**src/dsps_pkg.sv**
```systemverilog
// Shared types, constants and helper functions for the dust sensor pulse sampler.
// No dependencies; every other file of the block imports this package.
package dsps_pkg;

    localparam int ADC_W     = 12;
    localparam int DELAY_W   = 16;
    localparam int SUM_W     = 19;
    localparam int AVG_W     = 16;
    localparam int COUNT_W   = 16;
    localparam int CFG_IDX_W = 2;

    localparam int SAMPLES_PER_BURST_DEF = 5;

    // Conversion slopes and offsets, unsigned Q4.12.
    localparam logic [15:0] SLOPE_PRI = 16'd38298;
    localparam logic [15:0] OFFS_PRI  = 16'd410;
    localparam logic [15:0] SLOPE_ALT = 16'd40229;
    localparam logic [15:0] OFFS_ALT  = 16'd512;

    localparam logic [DELAY_W-1:0] SAMPLE_DELAY_RST = 16'd280;
    localparam logic [DELAY_W-1:0] HOLD_DELAY_RST   = 16'd20;
    localparam logic [DELAY_W-1:0] REST_DELAY_RST   = 16'd9680;

    typedef enum logic [CFG_IDX_W-1:0] {
        CFG_SAMPLE_DELAY = 2'd0,
        CFG_HOLD_DELAY   = 2'd1,
        CFG_REST_DELAY   = 2'd2
    } cfg_idx_t;

    typedef struct packed {
        logic [DELAY_W-1:0] sample_delay;
        logic [DELAY_W-1:0] hold_delay;
        logic [DELAY_W-1:0] rest_delay;
    } cfg_t;

    typedef struct packed {
        logic               ir_led;
        logic               sample_request;
        logic               indicator_led;
        logic               busy;
        logic               done;
        logic [AVG_W-1:0]   average_primary;
        logic [AVG_W-1:0]   average_alternate;
        logic [ADC_W-1:0]   last_sample;
        logic [COUNT_W-1:0] burst_count;
    } res_t;

    // Linear conversion of one sample, clamped at zero.
    function automatic logic [15:0] density(input logic [ADC_W-1:0] adc,
                                            input logic [15:0] slope,
                                            input logic [15:0] offs);
        logic [ADC_W+15:0] prod;
        logic [15:0]       v;
        prod = {16'd0, adc} * {{ADC_W{1'b0}}, slope};
        v    = prod[ADC_W+15:12];
        return (v > offs) ? (v - offs) : 16'd0;
    endfunction

endpackage

```
**src/dsps_avg_div.sv**
```systemverilog
// Divides a burst sum by the burst length through a reciprocal multiply.
// Depends on dsps_pkg for widths.
module dsps_avg_div #(
    parameter int SAMPLES_PER_BURST = dsps_pkg::SAMPLES_PER_BURST_DEF
) (
    input  logic [dsps_pkg::SUM_W-1:0] sum_in,
    output logic [dsps_pkg::AVG_W-1:0] avg_out
);
    import dsps_pkg::*;

    // With a shift of SUM_W+6 the rounded-up reciprocal gives the exact floor
    // for every sum below 2**SUM_W and every burst length up to eight.
    localparam int SHIFT   = SUM_W + 6;
    localparam int RECIP_W = SHIFT + 1;
    localparam int PROD_W  = SUM_W + RECIP_W;
    localparam logic [RECIP_W-1:0] RECIP =
        RECIP_W'(((64'd1 << SHIFT) + 64'(SAMPLES_PER_BURST) - 64'd1) /
                 64'(SAMPLES_PER_BURST));

    logic [PROD_W-1:0] prod;

    assign prod    = PROD_W'(sum_in) * PROD_W'(RECIP);
    assign avg_out = prod[SHIFT +: AVG_W];

endmodule

```
**src/dsps_core.sv**
```systemverilog
// Burst sequencer, sample accumulation and averaging for one tick per step.
// Depends on dsps_pkg and dsps_avg_div.
module dsps_core #(
    parameter int SAMPLES_PER_BURST = dsps_pkg::SAMPLES_PER_BURST_DEF
) (
    input  logic                       aclk,
    input  logic                       aresetn,
    input  logic                       step,
    input  logic                       start_req,
    input  logic                       adc_valid,
    input  logic [dsps_pkg::ADC_W-1:0] adc_value,
    input  dsps_pkg::cfg_t             cfg,
    output dsps_pkg::res_t             res
);
    import dsps_pkg::*;

    localparam int IDX_W = (SAMPLES_PER_BURST > 1) ? $clog2(SAMPLES_PER_BURST) : 1;

    typedef enum logic [2:0] {
        PH_IDLE = 3'd0,
        PH_ON   = 3'd1,
        PH_WAIT = 3'd2,
        PH_HOLD = 3'd3,
        PH_REST = 3'd4
    } phase_t;

    phase_t             phase_reg, phase_next;
    logic [DELAY_W-1:0] tick_reg, tick_next;
    logic [IDX_W-1:0]   idx_reg, idx_next;
    logic [SUM_W-1:0]   sum_pri_reg, sum_pri_next;
    logic [SUM_W-1:0]   sum_alt_reg, sum_alt_next;
    logic [AVG_W-1:0]   avg_pri_reg, avg_pri_next;
    logic [AVG_W-1:0]   avg_alt_reg, avg_alt_next;
    logic [ADC_W-1:0]   last_reg, last_next;
    logic               ind_reg, ind_next;
    logic [COUNT_W-1:0] burst_reg, burst_next;
    logic               done_w;

    logic [DELAY_W:0]   tick_inc;
    logic [IDX_W:0]     idx_inc;
    logic [AVG_W-1:0]   div_pri, div_alt;
    logic [15:0]        dens_pri, dens_alt;

    dsps_avg_div #(.SAMPLES_PER_BURST(SAMPLES_PER_BURST)) u_div_pri (
        .sum_in  (sum_pri_reg),
        .avg_out (div_pri)
    );

    dsps_avg_div #(.SAMPLES_PER_BURST(SAMPLES_PER_BURST)) u_div_alt (
        .sum_in  (sum_alt_reg),
        .avg_out (div_alt)
    );

    assign tick_inc = {1'b0, tick_reg} + {{DELAY_W{1'b0}}, 1'b1};
    assign idx_inc  = {1'b0, idx_reg} + {{IDX_W{1'b0}}, 1'b1};
    assign dens_pri = density(adc_value, SLOPE_PRI, OFFS_PRI);
    assign dens_alt = density(adc_value, SLOPE_ALT, OFFS_ALT);

    always_comb begin
        phase_next   = phase_reg;
        tick_next    = tick_reg;
        idx_next     = idx_reg;
        sum_pri_next = sum_pri_reg;
        sum_alt_next = sum_alt_reg;
        avg_pri_next = avg_pri_reg;
        avg_alt_next = avg_alt_reg;
        last_next    = last_reg;
        ind_next     = ind_reg;
        burst_next   = burst_reg;
        done_w       = 1'b0;

        unique case (phase_reg)
            PH_ON: begin
                if (tick_inc >= {1'b0, cfg.sample_delay}) begin
                    tick_next  = '0;
                    phase_next = PH_WAIT;
                end else begin
                    tick_next = tick_inc[DELAY_W-1:0];
                end
            end
            PH_WAIT: begin
                if (adc_valid) begin
                    last_next    = adc_value;
                    sum_pri_next = sum_pri_reg + SUM_W'(dens_pri);
                    sum_alt_next = sum_alt_reg + SUM_W'(dens_alt);
                    tick_next    = '0;
                    phase_next   = PH_HOLD;
                end
            end
            PH_HOLD: begin
                if (tick_inc >= {1'b0, cfg.hold_delay}) begin
                    tick_next  = '0;
                    phase_next = PH_REST;
                end else begin
                    tick_next = tick_inc[DELAY_W-1:0];
                end
            end
            PH_REST: begin
                if (tick_inc >= {1'b0, cfg.rest_delay}) begin
                    tick_next = '0;
                    if (idx_inc >= (IDX_W+1)'(SAMPLES_PER_BURST)) begin
                        avg_pri_next = div_pri;
                        avg_alt_next = div_alt;
                        burst_next   = burst_reg + {{(COUNT_W-1){1'b0}}, 1'b1};
                        idx_next     = '0;
                        phase_next   = PH_IDLE;
                        done_w       = 1'b1;
                    end else begin
                        idx_next   = idx_inc[IDX_W-1:0];
                        ind_next   = ~ind_reg;
                        phase_next = PH_ON;
                    end
                end else begin
                    tick_next = tick_inc[DELAY_W-1:0];
                end
            end
            default: begin
                // Idle, and any code that means nothing, behaves as idle.
                phase_next = PH_IDLE;
                if (start_req) begin
                    sum_pri_next = '0;
                    sum_alt_next = '0;
                    idx_next     = '0;
                    ind_next     = ~ind_reg;
                    tick_next    = '0;
                    phase_next   = PH_ON;
                end
            end
        endcase
    end

    always_ff @(posedge aclk) begin
        if (!aresetn) begin
            phase_reg   <= PH_IDLE;
            tick_reg    <= '0;
            idx_reg     <= '0;
            sum_pri_reg <= '0;
            sum_alt_reg <= '0;
            avg_pri_reg <= '0;
            avg_alt_reg <= '0;
            last_reg    <= '0;
            ind_reg     <= 1'b0;
            burst_reg   <= '0;
        end else if (step) begin
            phase_reg   <= phase_next;
            tick_reg    <= tick_next;
            idx_reg     <= idx_next;
            sum_pri_reg <= sum_pri_next;
            sum_alt_reg <= sum_alt_next;
            avg_pri_reg <= avg_pri_next;
            avg_alt_reg <= avg_alt_next;
            last_reg    <= last_next;
            ind_reg     <= ind_next;
            burst_reg   <= burst_next;
        end
    end

    // The result reflects the state after this tick's update.
    always_comb begin
        res.ir_led            = (phase_next == PH_ON) || (phase_next == PH_WAIT) ||
                                (phase_next == PH_HOLD);
        res.sample_request    = (phase_next == PH_WAIT);
        res.indicator_led     = ind_next;
        res.busy              = (phase_next != PH_IDLE);
        res.done              = done_w;
        res.average_primary   = avg_pri_next;
        res.average_alternate = avg_alt_next;
        res.last_sample       = last_next;
        res.burst_count       = burst_next;
    end

`ifndef SYNTHESIS
    a_done_goes_idle: assert property (@(posedge aclk) disable iff (!aresetn)
        step && done_w |=> phase_reg == PH_IDLE)
        else $error("burst end did not return to idle");

    a_burst_only_on_done: assert property (@(posedge aclk) disable iff (!aresetn)
        step && !done_w |=> $stable(burst_reg))
        else $error("burst count moved without a finished burst");

    a_index_in_range: assert property (@(posedge aclk) disable iff (!aresetn)
        {1'b0, idx_reg} < (IDX_W+1)'(SAMPLES_PER_BURST))
        else $error("sample index beyond burst length");

    a_sum_cleared_on_start: assert property (@(posedge aclk) disable iff (!aresetn)
        step && phase_reg == PH_IDLE && start_req |=> sum_pri_reg == '0 && sum_alt_reg == '0)
        else $error("sums not cleared at burst start");
`endif

endmodule

```
**src/dust_sensor_pulse_sampler_top.sv**
```systemverilog
// Top level of the dust sensor pulse sampler: handshake stages and configuration.
// Depends on dsps_pkg and dsps_core.
//
//  Channel  Direction  Handshake            Payload
//  s_       in         s_valid / s_ready    s_start_req, s_adc_valid, s_adc_value
//  m_       out        m_valid / m_ready    m_ir_led ... m_burst_count
//  cfg_     in         cfg_we (no wait)     cfg_idx, cfg_wdata
//
// Each item is one tick. It is captured in an input register, then one pass of
// the sequencer logic updates the state and loads the output register. A new
// item is taken every cycle while the output register is empty or being taken.
// The throughput limit is the output register: when it holds an untaken item
// and m_ready is low, the input register holds its item and s_ready drops.
// Reset is synchronous on aresetn low; it clears the sequencer and the valid
// flags of both stages and sets the delays (sample 280, hold 20, rest 9680 ticks).
module dust_sensor_pulse_sampler_top #(
    parameter int SAMPLES_PER_BURST = dsps_pkg::SAMPLES_PER_BURST_DEF
) (
    input  logic                           aclk,
    input  logic                           aresetn,

    input  logic                           s_valid,
    output logic                           s_ready,
    input  logic                           s_start_req,
    input  logic                           s_adc_valid,
    input  logic [dsps_pkg::ADC_W-1:0]     s_adc_value,

    output logic                           m_valid,
    input  logic                           m_ready,
    output logic                           m_ir_led,
    output logic                           m_sample_request,
    output logic                           m_indicator_led,
    output logic                           m_busy_res,
    output logic                           m_done_res,
    output logic [dsps_pkg::AVG_W-1:0]     m_average_primary,
    output logic [dsps_pkg::AVG_W-1:0]     m_average_alternate,
    output logic [dsps_pkg::ADC_W-1:0]     m_last_sample,
    output logic [dsps_pkg::COUNT_W-1:0]   m_burst_count,

    input  logic                           cfg_we,
    input  logic [dsps_pkg::CFG_IDX_W-1:0] cfg_idx,
    input  logic [dsps_pkg::DELAY_W-1:0]   cfg_wdata
);
    import dsps_pkg::*;

    // Input register.
    logic             in_vld_reg;
    logic             in_start_reg;
    logic             in_adcv_reg;
    logic [ADC_W-1:0] in_adc_reg;

    // Output register.
    logic             out_vld_reg;
    res_t             out_res_reg;

    cfg_t             cfg_reg;
    res_t             core_res;
    logic             advance;

    // The held item moves on whenever the output register is empty or being taken.
    assign advance = in_vld_reg && (!out_vld_reg || m_ready);
    assign s_ready = !in_vld_reg || advance;

    always_ff @(posedge aclk) begin
        if (!aresetn) begin
            in_vld_reg <= 1'b0;
        end else if (s_ready) begin
            in_vld_reg <= s_valid;
        end
    end

    always_ff @(posedge aclk) begin
        if (s_ready && s_valid) begin
            in_start_reg <= s_start_req;
            in_adcv_reg  <= s_adc_valid;
            in_adc_reg   <= s_adc_value;
        end
    end

    always_ff @(posedge aclk) begin
        if (!aresetn) begin
            out_vld_reg <= 1'b0;
        end else if (advance) begin
            out_vld_reg <= 1'b1;
        end else if (m_ready) begin
            out_vld_reg <= 1'b0;
        end
    end

    always_ff @(posedge aclk) begin
        if (advance) begin
            out_res_reg <= core_res;
        end
    end

    // Delay registers; the user must write only while the block is idle (unenforced).
    always_ff @(posedge aclk) begin
        if (!aresetn) begin
            cfg_reg.sample_delay <= SAMPLE_DELAY_RST;
            cfg_reg.hold_delay   <= HOLD_DELAY_RST;
            cfg_reg.rest_delay   <= REST_DELAY_RST;
        end else if (cfg_we) begin
            unique case (cfg_idx)
                CFG_SAMPLE_DELAY: cfg_reg.sample_delay <= cfg_wdata;
                CFG_HOLD_DELAY:   cfg_reg.hold_delay   <= cfg_wdata;
                CFG_REST_DELAY:   cfg_reg.rest_delay   <= cfg_wdata;
                default: begin
                    // An index past the register list writes nothing.
                end
            endcase
        end
    end

    dsps_core #(.SAMPLES_PER_BURST(SAMPLES_PER_BURST)) u_core (
        .aclk      (aclk),
        .aresetn   (aresetn),
        .step      (advance),
        .start_req (in_start_reg),
        .adc_valid (in_adcv_reg),
        .adc_value (in_adc_reg),
        .cfg       (cfg_reg),
        .res       (core_res)
    );

    assign m_valid             = out_vld_reg;
    assign m_ir_led            = out_res_reg.ir_led;
    assign m_sample_request    = out_res_reg.sample_request;
    assign m_indicator_led     = out_res_reg.indicator_led;
    assign m_busy_res          = out_res_reg.busy;
    assign m_done_res          = out_res_reg.done;
    assign m_average_primary   = out_res_reg.average_primary;
    assign m_average_alternate = out_res_reg.average_alternate;
    assign m_last_sample       = out_res_reg.last_sample;
    assign m_burst_count       = out_res_reg.burst_count;

endmodule

```
**config.mk**
```make
export PLATFORM = sky130hd
export DESIGN_NAME = dust_sensor_pulse_sampler_top
export DESIGN_NICKNAME = d
export VERILOG_FILES = /design/src/dsps_pkg.sv /design/src/dsps_avg_div.sv /design/src/dsps_core.sv /design/src/dust_sensor_pulse_sampler_top.sv
export SDC_FILE = /design/constraint.sdc
export NUM_CORES = 1
export LEC_CHECK = 0
export ABC_AREA = 1
export BUFFER_PORTS_ARGS = -buffer_cell sky130_fd_sc_hd__clkbuf_2
export CAP_MARGIN = 0
export CORE_MARGIN = 3
export CORE_UTILIZATION = 65
export DETAILED_ROUTE_END_ITERATION = 8
export PLACE_DENSITY = 0.83
export SLEW_MARGIN = 25
export SYNTH_ARGS = -nofsm -noshare
export SYNTH_HDL_FRONTEND = slang
export SYNTH_SLANG_ARGS = --single-unit
```
**constraint.sdc**
```tcl
create_clock -name aclk -period 11.7 [get_ports aclk]
set_clock_uncertainty 0.15 [all_clocks]
set_input_delay 2.34 -clock aclk [delete_from_list [all_inputs] [get_ports aclk]]
set_output_delay 2.34 -clock aclk [all_outputs]
set_load 0.1 [all_outputs]
```
Word level (Yosys, flattened, before mapping)
Cells that the tools add are included.

$add $sub $neg: 7. Multiply operators: 4. $lt $le $gt $ge: 6. Eq/ne operators: 11. Muxes and demuxes: 42. Bitwise operators: 3. Reductions and logical operators: 23.

Operators with widths (count): 2-to-1 mux 16 bit (16); multiplier 19 x 23 -> 41 bit, second input constant (2); one-hot mux 19 bit (2 select lines) (2); one-hot mux 16 bit (4 select lines) (1); 2-to-1 mux 19 bit (3); greater-or-equal comparator 17 x 16 -> 1 bit (3); adder 19 x 16 -> 19 bit (2); multiplier 12 x 16 -> 28 bit, second input constant (1); multiplier 12 x 15 -> 27 bit, second input constant (1); 2-to-1 mux 12 bit (2); 2-to-1 mux 3 bit (7); adder 16 x 1 -> 17 bit, second input constant (1); adder 16 x 1 -> 16 bit, second input constant (1); greater-than comparator 16 x 10 -> 1 bit, second input constant (1); greater-than comparator 16 x 9 -> 1 bit, second input constant (1); subtractor 16 x 10 -> 16 bit, second input constant (1); subtractor 16 x 9 -> 16 bit, second input constant (1); == test 3 x 2 -> 1 bit, second input constant (4); one-hot mux 3 bit (4 select lines) (1); 2-to-1 mux 1 bit (8); AND reduction 2 bit (4); AND reduction 4 bit (2); == test 3 x 1 -> 1 bit, second input constant (2); one-hot mux 3 bit (2 select lines) (1); other kinds (18) (28).

Bits in registers: 250. Input bits: 37. Output and inout port bits: 67. Word-level logic and storage cells: 123.

Logic depth before layout (Yosys ltp)
Gate-level depths: netlist of run 1.

Depth after elaboration: 8. Gate-level depth with buffers: 43. Depth with buffers taken out: 42.

Hierarchy
Synthesis of run 1 repeated with hierarchy kept, for this count alone.

Cells, all modules: 4519. Area, all modules: 34234.1 sq um.

Modules (own cells, without submodules): dsps_core (instances 1, cells an instance 2497, area each 16824.9 sq um, sequential area each 2422.3 sq um); dsps_avg_div (u_core.u_div_alt) (instances 1, cells an instance 822, area each 6513.7 sq um, sequential area each 0.0 sq um); dsps_avg_div (u_core.u_div_pri) (instances 1, cells an instance 816, area each 6438.7 sq um, sequential area each 0.0 sq um); dust_sensor_pulse_sampler_top (instances 1, cells an instance 384, area each 4456.8 sq um, sequential area each 3373.2 sq um).

Least setup slack after synthesis of run 1
No wires, ideal clock.

Kind: reg2reg. From: register in_adc_reg[10]. To: register u_core.sum_pri_reg[18]. Setup time: 123 ps. Arrival: 6580 ps. Required time: 11427 ps. Path slack: 4847 ps. Cell stages (with the launch flop): 41. Buffers on the path: 1. Clock period less this slack: 6853 ps. Cell sequence: edfxtp_1 inv_1 ha_1 xnor2_1 ha_1 inv_1 fa_1 inv_1 fa_1 inv_1 fa_1 inv_1 ha_1 nand2_1 nand2_1 a21oi_2 nor2_1 nor2_1 [... 5 more ...] a21oi_4 buf_6 nor2_2 ha_1 fa_1 nand2_1 o21ai_0 nand2_1 nand2_1 nand3_1 nand2_1 nand3_1 nand2_1 nand2_1 nor2_1 or2_2 nand2_1 a21oi_1.

Longest elaborated chain between the ends: 6. Elaborated cells on any way between the ends: 7. Classes of those cells: 2 x add/sub; 1 x mul; 1 x order compare; 3 x mux.

Ends and longest elaborated chain: from (decl) (RTL line dust_sensor_pulse_sampler_top.sv:50) `logic [ADC_W-1:0] in_adc_reg;`; from (signal assigned) (RTL line dust_sensor_pulse_sampler_top.sv:76) `in_adc_reg <= s_adc_value;`; multiplier 12 x 15 -> 27 bit (*) (RTL line dsps_pkg.sv:54) `prod = {16'd0, adc} * {{ADC_W{1'b0}}, slope};`; subtractor 16 x 9 -> 16 bit / greater-than comparator 16 x 9 -> 1 bit (equally long branches) (RTL line dsps_pkg.sv:56) `return (v > offs) ? (v - offs) : 16'd0;`; 2-to-1 mux 16 bit (*) (RTL line dsps_pkg.sv:56); adder 19 x 16 -> 19 bit (*) (RTL line dsps_core.sv:84) `sum_pri_next = sum_pri_reg + SUM_W'(dens_pri);`; 2-to-1 mux 19 bit (*) (RTL line dsps_core.sv:82) `if (adc_valid) begin`; one-hot mux 19 bit (2 select lines) (*) (RTL line dsps_core.sv:72) `unique case (phase_reg)`; to (signal assigned) (RTL line dsps_core.sv:148) `sum_pri_reg <= sum_pri_next;`; to (decl) (RTL line dsps_core.sv:30) `logic [SUM_W-1:0] sum_pri_reg, sum_pri_next;`.

Mark *: on every way between the ends. The rest lies on a longest branch, timed or not. The select of a mux whose other input is x is not followed. A chain may end at the register's enable or synchronous reset.

Worst setup path in the final report of run 1
From: register in_adc_reg[4]. To: register u_core.sum_pri_reg[18].

The elaborated chain is that of the path after synthesis.

==> out/metrics.sh, run 1 <==
STATUS='finished clean'
SYNTHESIS.AREA_MM2=0.0336
VDD.IR_DROP.WORST_mV=0.269
PWR-SHARE-COMB=0.683
CRITICAL_PATH_REQUIRED_NS=12.02
TIMING.HOLD.WORST_ENDPOINT='cfg_reg[17]'
CELL_AREA_REPORTED_AFTER_DETAILED_PLACEMENT_MM2=0.0347
GRT_PASS1_WL_UM=142000
MAX_FREQ_GHz=0.130
SYN_INST=4443
TIMING.FINAL.HOLD_VIOLATIONS=0
POST_CTS_RESIZE_COUNT=0
DIE_WIDTH_UM=233
DRV.MAX_CAP_VIOLATION_COUNT=0
NET-SWITCHING-POWER_mW=3.24
CLK_PIN_SLEW_NS=0.07
SYNTH_NETS=5321
R2R_START='in_adc_reg[4]'
FINALWORSTPATHREQUIREDPERIOD_NS=7.71
CP_TOP_FAMILY='adder cells'
IO-PIN-COUNT=104
SEQ_TOTAL_AREA_YOSYS=0.172
GRT_SETUP_UNREPAIRED='false'
CPPEAKSTAGEDELAY_NS=0.64
INITIAL_ANTENNA_VIOLATION_COUNT=0
MET2_ROUTING_RESOURCE_USAGE_AFTER_GLOBAL_ROUTING=0.542
GRT_START_MAX_NET_PINS=92
CP.BUFFERS_INVERTERS=4
ROUTE.VIAS.TOTAL=29146
SYN_TO_FINAL_GROWTH_PCT=6.27
GRT.BUSIEST_LAYER='met2'
MAXSLEWHEADROOM=0.320
STD_CELL_ROWS=82
SHARE_OF_SYNTHESIZED_FLIP_FLOPS_WITH_AN_ASYNCHRONOUS_SET_OR_RESET=0
BUFFER_PORTS.INSERTED=103
GRT_REMAINING_OVERFLOW=0
YOSYS.CELL_TYPES.COUNT=54
HOLDCRITPATHCLASS='reg2reg'
DIEHEIGHT_UM=233
TRACK_USAGE=0.323
SYNTH.AREA.TOP_CELLS='sky130_fd_sc_hd__ha_1, sky130_fd_sc_hd__fa_1, sky130_fd_sc_hd__inv_1'
POSTSYNTH.TOPFLOPCELL='sky130_fd_sc_hd__dfxtp_1'
FLOORPLAN.CORE_AREA_MM2=0.0506
CTS_BUFFERS=29
TIMING.REG2REG.SETUP_SLACK_NS=3.99
R2R-END='u_core.sum_pri_reg[18]'
SYNTHESIS.YOSYS.WARNINGS=0
FLOORPLAN.INITIALDENSITY=0.664
WORST_SLEW_PIN_SLEW_NS=1.02
LEAKAGE_nW=19.7
P_PER_AREA_mW_PER_MM2=173
LATEST_CLOCK_ARRIVAL_WITHIN_THE_WORST_SKEW_PAIR_NS=0.60
WL_PER_CELL_UM=16.7
SETUP.WORST_PATH.START_CLASS='flop'
ANTENNADIODECOUNT=0
CLOCK_SINKS=250
START_POINT_OF_THE_WORST_HOLD_PATH='cfg_reg[17]'
SYNTHESIS.AREA_PER_INSTANCE_UM2=7.56
POSTCTSHOLDBUFS=0
MIN_PATH_CELLS=2
POWER.INTERNAL_mW=2.93
FF2FF_PATH_DEPTH=37
CLOCK_TREE_FROM_TRITONCTS='yes'
CTSLONGESTPATHBUFFERS=3
GRT.MET1_USAGE=0.433
FINALINSTANCEAREA_MM2=0.0357
SYNTH_AREA_LEADER_CELL='sky130_fd_sc_hd__ha_1'
SYNTH_SEQ_CELLS=250
WORST-PATH-MAX-FANOUT=15
ANT_NETS=0
FIRSTDRTPASSITERS=7
SHARE_CLK_OF_TOTAL_POWER=0.158
DRIVE_GT1_FRAC=0.0559
SYNTH_TOP_CELL_AREA_SHARE=0.195
GPL.FINAL_WEIGHTED_CONGESTION=0.993
DESIGN.DIE.AREA_MM2=0.0545
TIMING.FINAL.CRIT_SHARE=0.659
CRITICAL_PATH.ENDPOINT_TYPE='flop'
WORST-ENDPOINT-ARRIVAL_NS=8.02
NUMBER_OF_SYNTHESIZED_FLOPS_WITH_AN_ENABLE_PIN=79
MAX_FFS_PER_REGISTER=48
SEQ_POWER_SHARE=0.159
CRIT_TOP_CELL='sky130_fd_sc_hd__nand2_1'
TIMING.FINAL.SETUP_VIOLATIONS=0
WL_UM=87100
POST_CTS_BUFFERS=0
SETUP_TOTAL_NEGATIVE_SLACK_NS=0
CLOCK-ROOT-BUFFER='sky130_fd_sc_hd__clkbuf_16'
SWITCHING_SHARE=0.525
FIRST_GLOBAL_VIAS=28748
DPL.HPWL_UM=71400
DRT_FIRST_ITER_VIOLATIONS=2473
DRC_VIOLATION_COUNT_AFTER_ROUTING=0
FIN_NETS=5397
MET3_USAGE=0.0423
WORST-SETUP-PATH-TYPE='reg2reg'
CPMAXSTAGEDELAYCELL='sky130_fd_sc_hd__edfxtp_1'
DRV_SLEW=0
CLOCK_TREE.HTREE_LEVEL_COUNT=1
VIASPERCELL=5.59
[cells by family (layout without fill, tap and decap cells)]
group,Yosys count,in the layout,share of synthesized area
AND/OR/NAND/NOR,1556,1556,0.198
AO/OA/AOI/OAI,682,682,0.111
flip-flops,250,250,0.172
adder cells (fa/ha/maj),841,841,0.384
XOR/XNOR,55,55,0.0143
buffers and inverters,1059,1158,0.120
[power by group through the flow]
stage	logic, mW	clock network (mW)	registers (mW)
6_report	4.21	0.973	0.982
5_1_grt	4.77	1.02	0.987
4_1_cts	4.17	0.986	0.981
3_5_place_dp	4.13	0	0.999
3_3_place_gp	4.07	0	0.998
2_1_floorplan	3.12	0	1.08
[cell usage after synthesis (5+ instances only)]
cell	n
sky130_fd_sc_hd__inv_1	991
sky130_fd_sc_hd__nand2_1	854
sky130_fd_sc_hd__ha_1	523
sky130_fd_sc_hd__a21oi_1	329
sky130_fd_sc_hd__nor2_1	319
sky130_fd_sc_hd__fa_1	318
sky130_fd_sc_hd__o21ai_0	231
sky130_fd_sc_hd__nand3_1	186
sky130_fd_sc_hd__dfxtp_1	171
sky130_fd_sc_hd__edfxtp_1	79
sky130_fd_sc_hd__nand4_1	58
sky130_fd_sc_hd__clkbuf_1	47
sky130_fd_sc_hd__xor2_1	40
sky130_fd_sc_hd__nor3_1	34
sky130_fd_sc_hd__o21bai_1	32
sky130_fd_sc_hd__nor2_2	25
sky130_fd_sc_hd__a21o_1	18
sky130_fd_sc_hd__or2_2	17
sky130_fd_sc_hd__o211ai_1	16
sky130_fd_sc_hd__nand2_2	15
sky130_fd_sc_hd__xnor2_1	15
sky130_fd_sc_hd__nand3b_1	14
sky130_fd_sc_hd__nor4_1	10
sky130_fd_sc_hd__a21boi_0	9
sky130_fd_sc_hd__a31oi_1	9
sky130_fd_sc_hd__o21a_1	8
sky130_fd_sc_hd__o21ai_1	8
sky130_fd_sc_hd__buf_2	7
sky130_fd_sc_hd__a21oi_2	5
sky130_fd_sc_hd__buf_6	5
sky130_fd_sc_hd__nand3_2	5
[worst max path at each step]
stage / endpoint / slack, ns / cells after the start / start
final: u_core.sum_pri_reg[18] / 3.99 / 37 / in_adc_reg[4]
after CTS: u_core.sum_pri_reg[18] / 4.07 / 39 / in_adc_reg[4]
after global routing: u_core.sum_pri_reg[18] / 3.39 / 40 / in_adc_reg[10]
after detailed placement: u_core.sum_pri_reg[18] / 4.11 / 39 / in_adc_reg[10]
after floorplan: u_core.sum_pri_reg[18] / 4.85 / 40 / in_adc_reg[10]
after global placement: u_core.sum_pri_reg[18] / 4.24 / 39 / in_adc_reg[10]
[placed cells by master (no fill, tap or decap), types with 18 or more instances in the layout]
cell type	n
sky130_fd_sc_hd__nand4_1	58
sky130_fd_sc_hd__a21oi_1	329
sky130_fd_sc_hd__nor3_1	34
sky130_fd_sc_hd__ha_1	523
sky130_fd_sc_hd__edfxtp_1	79
sky130_fd_sc_hd__nand2_1	853
sky130_fd_sc_hd__o21bai_1	32
sky130_fd_sc_hd__nor2_2	25
sky130_fd_sc_hd__nor2_1	319
sky130_fd_sc_hd__xor2_1	40
sky130_fd_sc_hd__inv_1	990
sky130_fd_sc_hd__dfxtp_1	171
sky130_fd_sc_hd__clkbuf_2	103
sky130_fd_sc_hd__a21o_1	18
sky130_fd_sc_hd__clkbuf_16	29
sky130_fd_sc_hd__fa_1	318
sky130_fd_sc_hd__nand3_1	186
sky130_fd_sc_hd__o21ai_0	231
[metal layers]
| metal | part of all wire | vias to the layer above |
|---|---|---|
| met1 | 0.43 | 13700 |
| met2 | 0.47 | 1016 |
| met3 | 0.069 | 189 |
| li1 | - | 14241 |
| met5 | 0 | - |
| met4 | 0.034 | 0 |
[worst reg2reg max path, delay by kind of cell (launching register included)]
family | cells | cell delay, ns
adder cells (fa/ha/maj) | 8 | 3.32
AND/OR/NAND/NOR | 21 | 2.10
AO/OA/AOI/OAI | 4 | 0.86
flip-flops | 1 | 0.64
buffers and inverters | 4 | 0.52
[per-stage QoR]
stage	cells	worst slack, ns	utilization	hold slack [ns]	power, mW
2_1_floorplan	4443	4.85	-	0.285	4.21
3_3_place_gp	5160	4.24	0.686	0.299	5.07
5_1_grt	5214	3.39	0.706	0.337	6.78
6_report	5214	3.99	0.706	0.309	6.16
3_5_place_dp	5160	4.11	0.686	0.303	5.13
4_1_cts	5214	4.07	0.706	0.313	6.13
[layout make-up]
cell class	count	area (um^2)
fillers	4059	14900
flip-flops and latches	250	5800
clock inverters	22	245
multi-input cells	3134	23800
inverters	995	3740
repair buffers	109	561
clock buffers	32	757
well taps	672	841
No activity file was read; power rests on OpenSTA's default activity.
==> run 2, diff against run 1 <==
- CORE_UTILIZATION: 65 -> 59
- PLACE_DENSITY: 0.83 -> 0.79
- clock period: 11.7 -> 6.7 ns (I/O delays scaled with it)
==> out/metrics.sh, run 2 (same netlist as run 1, synthesis figures left out) <==
LATEST_CLOCK_ARRIVAL_WITHIN_THE_WORST_SKEW_PAIR_NS=0.60  # about the same
WL_UM=89800  # was 87100 um
STD_CELL_ROWS=86  # was 82
CTSLONGESTPATHBUFFERS=3  # unchanged
POST-PLACE-WS_NS=-0.146  # was 4.11 ns
CTS_BUFFERS=29  # unchanged
VIASPERCELL=5.47  # was 5.59
DPL.HPWL_UM=72200  # was 71400 um
CPPEAKSTAGEDELAY_NS=0.51  # was 0.64 ns
TIMING.FINAL.HOLD_VIOLATIONS=0  # unchanged
GRT_SETUP_UNREPAIRED='true'  # was false
BUFFER_PORTS.INSERTED=103  # unchanged
CP_TOP_FAMILY='adder cells'  # unchanged
SYN_TO_FINAL_GROWTH_PCT=13.6  # was 6.27%
SWITCHING_SHARE=0.509  # was 0.525
LAYOUT_COMMON_CELLS='sky130_fd_sc_hd__inv_1, sky130_fd_sc_hd__nand2_1, sky130_fd_sc_hd__ha_1, sky130_fd_sc_hd__fa_1, sky130_fd_sc_hd__a21oi_1'  # was sky130_fd_sc_hd__inv_1, sky130_fd_sc_hd__nand2_1, sky130_fd_sc_hd__ha_1, sky130_fd_sc_hd__a21oi_1, sky130_fd_sc_hd__nor2_1
DRV.MAX_CAP_VIOLATION_COUNT=0  # unchanged
POWER.INTERNAL_mW=6.66  # was 2.93 mW
CRIT_TOP_CELL='sky130_fd_sc_hd__nand2_2'  # was sky130_fd_sc_hd__nand2_1
PWR-SHARE-COMB=0.752  # was 0.683
GPL.FINAL_WEIGHTED_CONGESTION=0.971  # was 0.993
SEQ_POWER_SHARE=0.126  # was 0.159
DRC_VIOLATION_COUNT_AFTER_ROUTING=0  # unchanged
CP.BUFFERS_INVERTERS=7  # was 4
GRT_REMAINING_OVERFLOW=0  # unchanged
R2R_START='in_adc_reg[10]'  # was in_adc_reg[4]
GRT_START_MAX_NET_PINS=84  # was 92
CLOCK_SINKS=250  # unchanged
SETUP.WORST_PATH.START_CLASS='flop'  # unchanged
GRT_PASS1_WL_UM=143000  # was 142000 um
TRACK_USAGE=0.292  # was 0.323
HOLD_SLACK_NS=0.315  # was 0.309 ns
FINALWORSTPATHREQUIREDPERIOD_NS=6.65  # was 7.71 ns
IO-PIN-COUNT=104  # unchanged
FIN_NETS=5533  # was 5397
MAXSLEWHEADROOM=0.363  # was 0.320
VDD.IR_DROP.WORST_mV=0.489  # was 0.269 mV
CRITICAL_PATH.ENDPOINT_TYPE='flop'  # unchanged
TIMING.FINAL.CRIT_SHARE=0.992  # was 0.659
FIN_WS_NS=0.0535  # was 3.99 ns
CLOCK-ROOT-BUFFER='sky130_fd_sc_hd__clkbuf_16'  # unchanged
START_POINT_OF_THE_WORST_HOLD_PATH='cfg_reg[38]'  # was cfg_reg[17]
CRITICAL_PATH_REQUIRED_NS=7.04  # was 12.02 ns
FLOORPLAN.INITIALDENSITY=0.603  # was 0.664
P_PER_AREA_mW_PER_MM2=355  # was 173 mW/mm^2
FIRSTDRTPASSITERS=6  # was 7
WL_PER_CELL_UM=16.5  # was 16.7 um
DRT_FIRST_ITER_VIOLATIONS=2174  # was 2473
CPMAXSTAGEDELAYCELL='sky130_fd_sc_hd__fa_1'  # was sky130_fd_sc_hd__edfxtp_1
TIMING.FINAL.SETUP_VIOLATIONS=0  # unchanged
WORST_SLEW_PIN_SLEW_NS=0.954  # was 1.02 ns
LAYOUT_COMMONEST_CELL='sky130_fd_sc_hd__inv_1'  # unchanged
WORST_SETUP_PATH_STARTPOINT='in_adc_reg[10]'  # was in_adc_reg[4]
WORST-ENDPOINT-ARRIVAL_NS=6.99  # was 8.02 ns
WORST-PATH-MAX-FANOUT=5  # was 15
DIEHEIGHT_UM=245  # was 233 um
SHARE_CLK_OF_TOTAL_POWER=0.123  # was 0.158
FLOORPLAN.CORE_AREA_MM2=0.0557  # was 0.0506 mm^2
FIRST_GLOBAL_VIAS=28557  # was 28.7k
NET-SWITCHING-POWER_mW=6.89  # was 3.24 mW
CLOCK_TREE_FROM_TRITONCTS='yes'  # unchanged
STATUS='finished clean'  # unchanged
MAX_FFS_PER_REGISTER=48  # unchanged
CLOCK_TREE.HTREE_LEVEL_COUNT=1  # unchanged
ROUTE.VIAS.TOTAL=29673  # was 29.1k
CLK_PIN_SLEW_NS=0.06  # was 0.07 ns
DRIVE_GT1_FRAC=0.137  # was 0.0559
ANTENNADIODECOUNT=0  # unchanged
INITIAL_ANTENNA_VIOLATION_COUNT=0  # unchanged
HOLDCRITPATHCLASS='reg2reg'  # unchanged
MAX_FREQ_GHz=0.150  # was 0.130 GHz
UTILIZATION=0.685  # was 0.706
LEAKAGE_nW=20.5  # was 19.7 nW
DESIGN.DIE.AREA_MM2=0.0599  # was 0.0545 mm^2
SETUP_TOTAL_NEGATIVE_SLACK_NS=0  # unchanged
DIE_WIDTH_UM=245  # was 233 um
DRV_SLEW=0  # unchanged
ANT_NETS=0  # unchanged
POSTCTSHOLDBUFS=0  # unchanged
WORST-SETUP-PATH-TYPE='reg2reg'  # unchanged
==> run 2: cell types whose count changed in the layout (fill, tap and decap cells not counted), moves of 21 or more <==
cell | previous run | this run
sky130_fd_sc_hd__inv_2 | 3 | 25
sky130_fd_sc_hd__ha_4 | 0 | 34
sky130_fd_sc_hd__a21oi_1 | 329 | 296
sky130_fd_sc_hd__buf_4 | 6 | 131
sky130_fd_sc_hd__nor2_1 | 319 | 284
sky130_fd_sc_hd__nand3_1 | 186 | 165
sky130_fd_sc_hd__nand2_2 | 16 | 73
sky130_fd_sc_hd__nand2_1 | 853 | 783
sky130_fd_sc_hd__a21oi_2 | 5 | 30
sky130_fd_sc_hd__ha_1 | 523 | 474
sky130_fd_sc_hd__nor2_2 | 25 | 46
sky130_fd_sc_hd__inv_1 | 990 | 968
==> run 2: layout make-up <==
| class | instances | area [um^2] |
|---|---|---|
| clock inverter | 20 | 226 |
| fill | 4575 | 17600 |
| clock buffer | 34 | 764 |
| tap | 748 | 936 |
| sequential | 250 | 5800 |
| inverter | 995 | 3740 |
| multi-input combinational | 3134 | 25100 |
| timing repair buffer | 245 | 1630 |
==> run 2: through the flow <==
step | cells | power [mW] | area, um^2
floorplan | 4443 | 7.41 | 33700
global placement | 5334 | 9.51 | 35600
detailed placement | 5334 | 9.63 | 35600
CTS | 5392 | 11.4 | 36700
global route | 5426 | 14.7 | 38200
finish | 5426 | 13.6 | 38200
==> run 2: worst register-to-register path, delay by kind of cell (launching register included) <==
kind / cells / cell delay (ns)
flip-flops: 1 / 0.47
AND/OR/NAND/NOR: 16 / 1.32
AO/OA/AOI/OAI: 7 / 1.25
XOR/XNOR: 1 / 0.14
buffers and inverters: 7 / 0.79
adder cells (fa/ha/maj): 7 / 2.45
==> run 2: path summary, 6_finish.rpt <==
check,slack (ns),cells after the start,endpoint
setup / recovery,0.05,38,u_core.sum_pri_reg[17]
setup reg to reg,0.05,38,u_core.sum_pri_reg[17]
hold reg to reg,0.31,2,cfg_reg[38]
hold / removal,0.31,2,cfg_reg[38]
==> run 2: layer usage <==
| metal | up-vias | track usage | part of all wire |
|---|---|---|---|
| li1 | 14550 | - | - |
| met1 | 14007 | 0.400 | 0.44 |
| met2 | 914 | 0.491 | 0.47 |
| met3 | 202 | 0.0335 | 0.058 |
| met4 | 0 | 0.0809 | 0.033 |
| met5 | - | 0 | 0 |
==> run 2: what timing repair did <==
action	CTS	global route
gates resized for setup	18	306
hold endpoints to repair	0	0
pin swaps	3	113
endpoints found under the setup margin	9	30
buffers inserted	4	34
==> run 2: power by group through the flow <==
stage                     clock, mW  sequential (mW)  combinational (mW)
after floorplan                   0             1.89                5.52
after global placement            0             1.73                7.79
after detailed placement          0             1.73                7.90
after CTS                      1.69             1.70                8.06
after global routing           1.74             1.71                11.2
final                          1.66             1.70                10.2
==> run 3, diff against run 2 <==
- SETUP_SLACK_MARGIN: default -> 0.4
==> out/metrics.sh, run 3 (same netlist as run 1, synthesis figures left out) <==
ANTENNADIODECOUNT=0  # unchanged
WL_UM=99500  # was 89800 um
TOTAL_POWER_mW=16.6  # was 13.6 mW
MAXSLEWHEADROOM=0.154  # was 0.363
LAYOUT_COMMON_CELLS='sky130_fd_sc_hd__inv_1, sky130_fd_sc_hd__nand2_1, sky130_fd_sc_hd__ha_1, sky130_fd_sc_hd__fa_1, sky130_fd_sc_hd__a21oi_1'  # unchanged
UTILIZATION=0.712  # was 0.685
CTSLONGESTPATHBUFFERS=3  # unchanged
DIEHEIGHT_UM=245  # unchanged
CPPEAKSTAGEDELAY_NS=0.56  # was 0.51 ns
IO-PIN-COUNT=104  # unchanged
HOLDCRITPATHCLASS='reg2reg'  # unchanged
TIMING.FINAL.CRIT_SHARE=1.04  # was 0.992
VDD.IR_DROP.WORST_mV=0.527  # was 0.489 mV
DRC_VIOLATION_COUNT_AFTER_ROUTING=0  # unchanged
LAYOUT_COMMONEST_CELL='sky130_fd_sc_hd__inv_1'  # unchanged
TRACK_USAGE=0.302  # was 0.292
ROUTE.VIAS.TOTAL=30784  # was 29.7k
LATEST_CLOCK_ARRIVAL_WITHIN_THE_WORST_SKEW_PAIR_NS=0.61  # was 0.60 ns
FLOORPLAN.CORE_AREA_MM2=0.0557  # unchanged
INITIAL_ANTENNA_VIOLATION_COUNT=0  # unchanged
SETUP.WORST_PATH.START_CLASS='flop'  # unchanged
GPL.FINAL_WEIGHTED_CONGESTION=1.00  # was 0.971
DESIGN.DIE.AREA_MM2=0.0599  # unchanged
P_PER_AREA_mW_PER_MM2=418  # was 355 mW/mm^2
SYN_TO_FINAL_GROWTH_PCT=18.1  # was 13.6%
CTS_BUFFERS=29  # unchanged
FIRSTDRTPASSITERS=8  # was 6
WORST-SETUP-PATH-TYPE='reg2reg'  # unchanged
STATUS='finished with violations'  # was finished clean
FIN_NETS=5578  # was 5533
WORST_SLEW_PIN_SLEW_NS=1.27  # was 0.954 ns
MAX_FFS_PER_REGISTER=48  # unchanged
FINALWORSTPATHREQUIREDPERIOD_NS=6.96  # was 6.65 ns
VIASPERCELL=5.63  # was 5.47
FIRST_GLOBAL_VIAS=29278  # was 28.6k
CRIT_TOP_CELL='sky130_fd_sc_hd__buf_6'  # was sky130_fd_sc_hd__nand2_2
DIE_WIDTH_UM=245  # unchanged
CLOCK_TREE.HTREE_LEVEL_COUNT=1  # unchanged
STD_CELL_ROWS=86  # unchanged
HOLD_SLACK_NS=0.310  # was 0.315 ns
CLK_PIN_SLEW_NS=0.07  # was 0.06 ns
MULTI_INPUT_COMB_AREA_MM2=0.0261  # was 0.0251 mm^2
DRIVE_GT1_FRAC=0.176  # was 0.137
CRITICAL_PATH_REQUIRED_NS=7.04  # about the same
CLOCK_TREE_FROM_TRITONCTS='yes'  # unchanged
FAILED_CHECKS='negative setup slack'
DPL.HPWL_UM=71900  # was 72200 um
CPMAXSTAGEDELAYCELL='sky130_fd_sc_hd__fa_2'  # was sky130_fd_sc_hd__fa_1
DRV.MAX_CAP_VIOLATION_COUNT=0  # unchanged
CRITICAL_PATH.ENDPOINT_TYPE='flop'  # unchanged
GRT_SETUP_UNREPAIRED='true'  # unchanged
ANT_NETS=0  # unchanged
MAX_FREQ_GHz=0.144  # was 0.150 GHz
WL_PER_CELL_UM=18.2  # was 16.5 um
CLOCK-ROOT-BUFFER='sky130_fd_sc_hd__clkbuf_16'  # unchanged
TIMING.FINAL.SETUP_VIOLATIONS=11  # was 0
LEAKAGE_nW=20.9  # was 20.5 nW
FILLERS=4207  # was 4575
BUFFER_PORTS.INSERTED=103  # unchanged
TIMING.FINAL.HOLD_VIOLATIONS=0  # unchanged
CLOCK_SINKS=250  # unchanged
GRT_PASS1_WL_UM=147000  # was 143000 um
POSTCTSHOLDBUFS=0  # unchanged
FLOORPLAN.INITIALDENSITY=0.603  # unchanged
GRT_START_MAX_NET_PINS=74  # was 84
FIN_WS_NS=-0.262  # was 0.0535 ns
SEQUENTIAL_CELL_AREA_MM2=0.00581  # was 0.00580 mm^2
WORST-PATH-MAX-FANOUT=5  # unchanged
WORST-ENDPOINT-ARRIVAL_NS=7.30  # was 6.99 ns
DRT_FIRST_ITER_VIOLATIONS=2549  # was 2174
DRV_SLEW=0  # unchanged
GRT_REMAINING_OVERFLOW=0  # unchanged
[run 3: cell count changes in the layout (fill, tap and decap cells not counted), sizes merged]
| cell | delta |
|---|---|
| clkinv | -1 |
| inv | +1 |
| buf | +45 |
[run 3: metrics by stage]
step / TNS [ns] / area [um^2] / worst slack [ns] / cells
2_1_floorplan: 0 / 33900 / 0.261 / 4443
3_3_place_gp: -0.102 / 35700 / -0.0571 / 5307
5_1_grt: -4.24 / 39700 / -0.422 / 5471
4_1_cts: 0 / 38000 / 0.320 / 5428
3_5_place_dp: -0.276 / 35700 / -0.0820 / 5307
6_report: -1.31 / 39700 / -0.262 / 5471
[run 3: routing by layer]
| metal | share of wire | routed length (um) | GRT usage | vias up |
|---|---|---|---|---|
| met5 | 0 | 0 | 0 | - |
| met4 | 0.056 | 5570 | 0.101 | 0 |
| met3 | 0.069 | 6900 | 0.0430 | 393 |
| met2 | 0.47 | 46500 | 0.511 | 1290 |
| met1 | 0.41 | 40500 | 0.399 | 14491 |
| li1 | - | - | - | 14610 |
[run 3: critical path: cells and delay by family, from the launching register on]
family | cells | cell delay [ns]
AND/OR/NAND/NOR | 15 | 2.00
flip-flops | 1 | 0.40
buffers and inverters | 10 | 1.11
AO/OA/AOI/OAI | 5 | 0.61
adder cells (fa/ha/maj) | 7 | 2.56
[run 3: final timing paths]
check	start	slack, ns	cells past startpoint	to
max	in_adc_reg[3]	-0.26	37	u_core.sum_pri_reg[18]
min	cfg_reg[1]	0.31	2	cfg_reg[1]
max reg2reg	in_adc_reg[3]	-0.26	37	u_core.sum_pri_reg[18]
min reg2reg	cfg_reg[1]	0.31	2	cfg_reg[1]
[run 3: report_power, final]
group	internal (mW)	switching (mW)
logic	5.27	7.90
clock network	0.969	0.719
registers	1.65	0.0546
total	7.89	8.67
[run 3: final cells by class]
| type | instances | share of cell area |
|---|---|---|
| multi-input cells | 3134 | 0.659 |
| flip-flops and latches | 250 | 0.146 |
| inverters | 995 | 0.0945 |
| repair buffers | 290 | 0.0520 |
| well taps | 748 | 0.0236 |
| clock buffers | 34 | 0.0190 |
| clock inverters | 20 | 0.00596 |
[run 3: timing repair]
item	in CTS	in global routing
gates cloned	1	0
endpoints found under the setup margin	30	49
buffers inserted	66	43
pin swaps	116	144
gates resized for setup	198	315
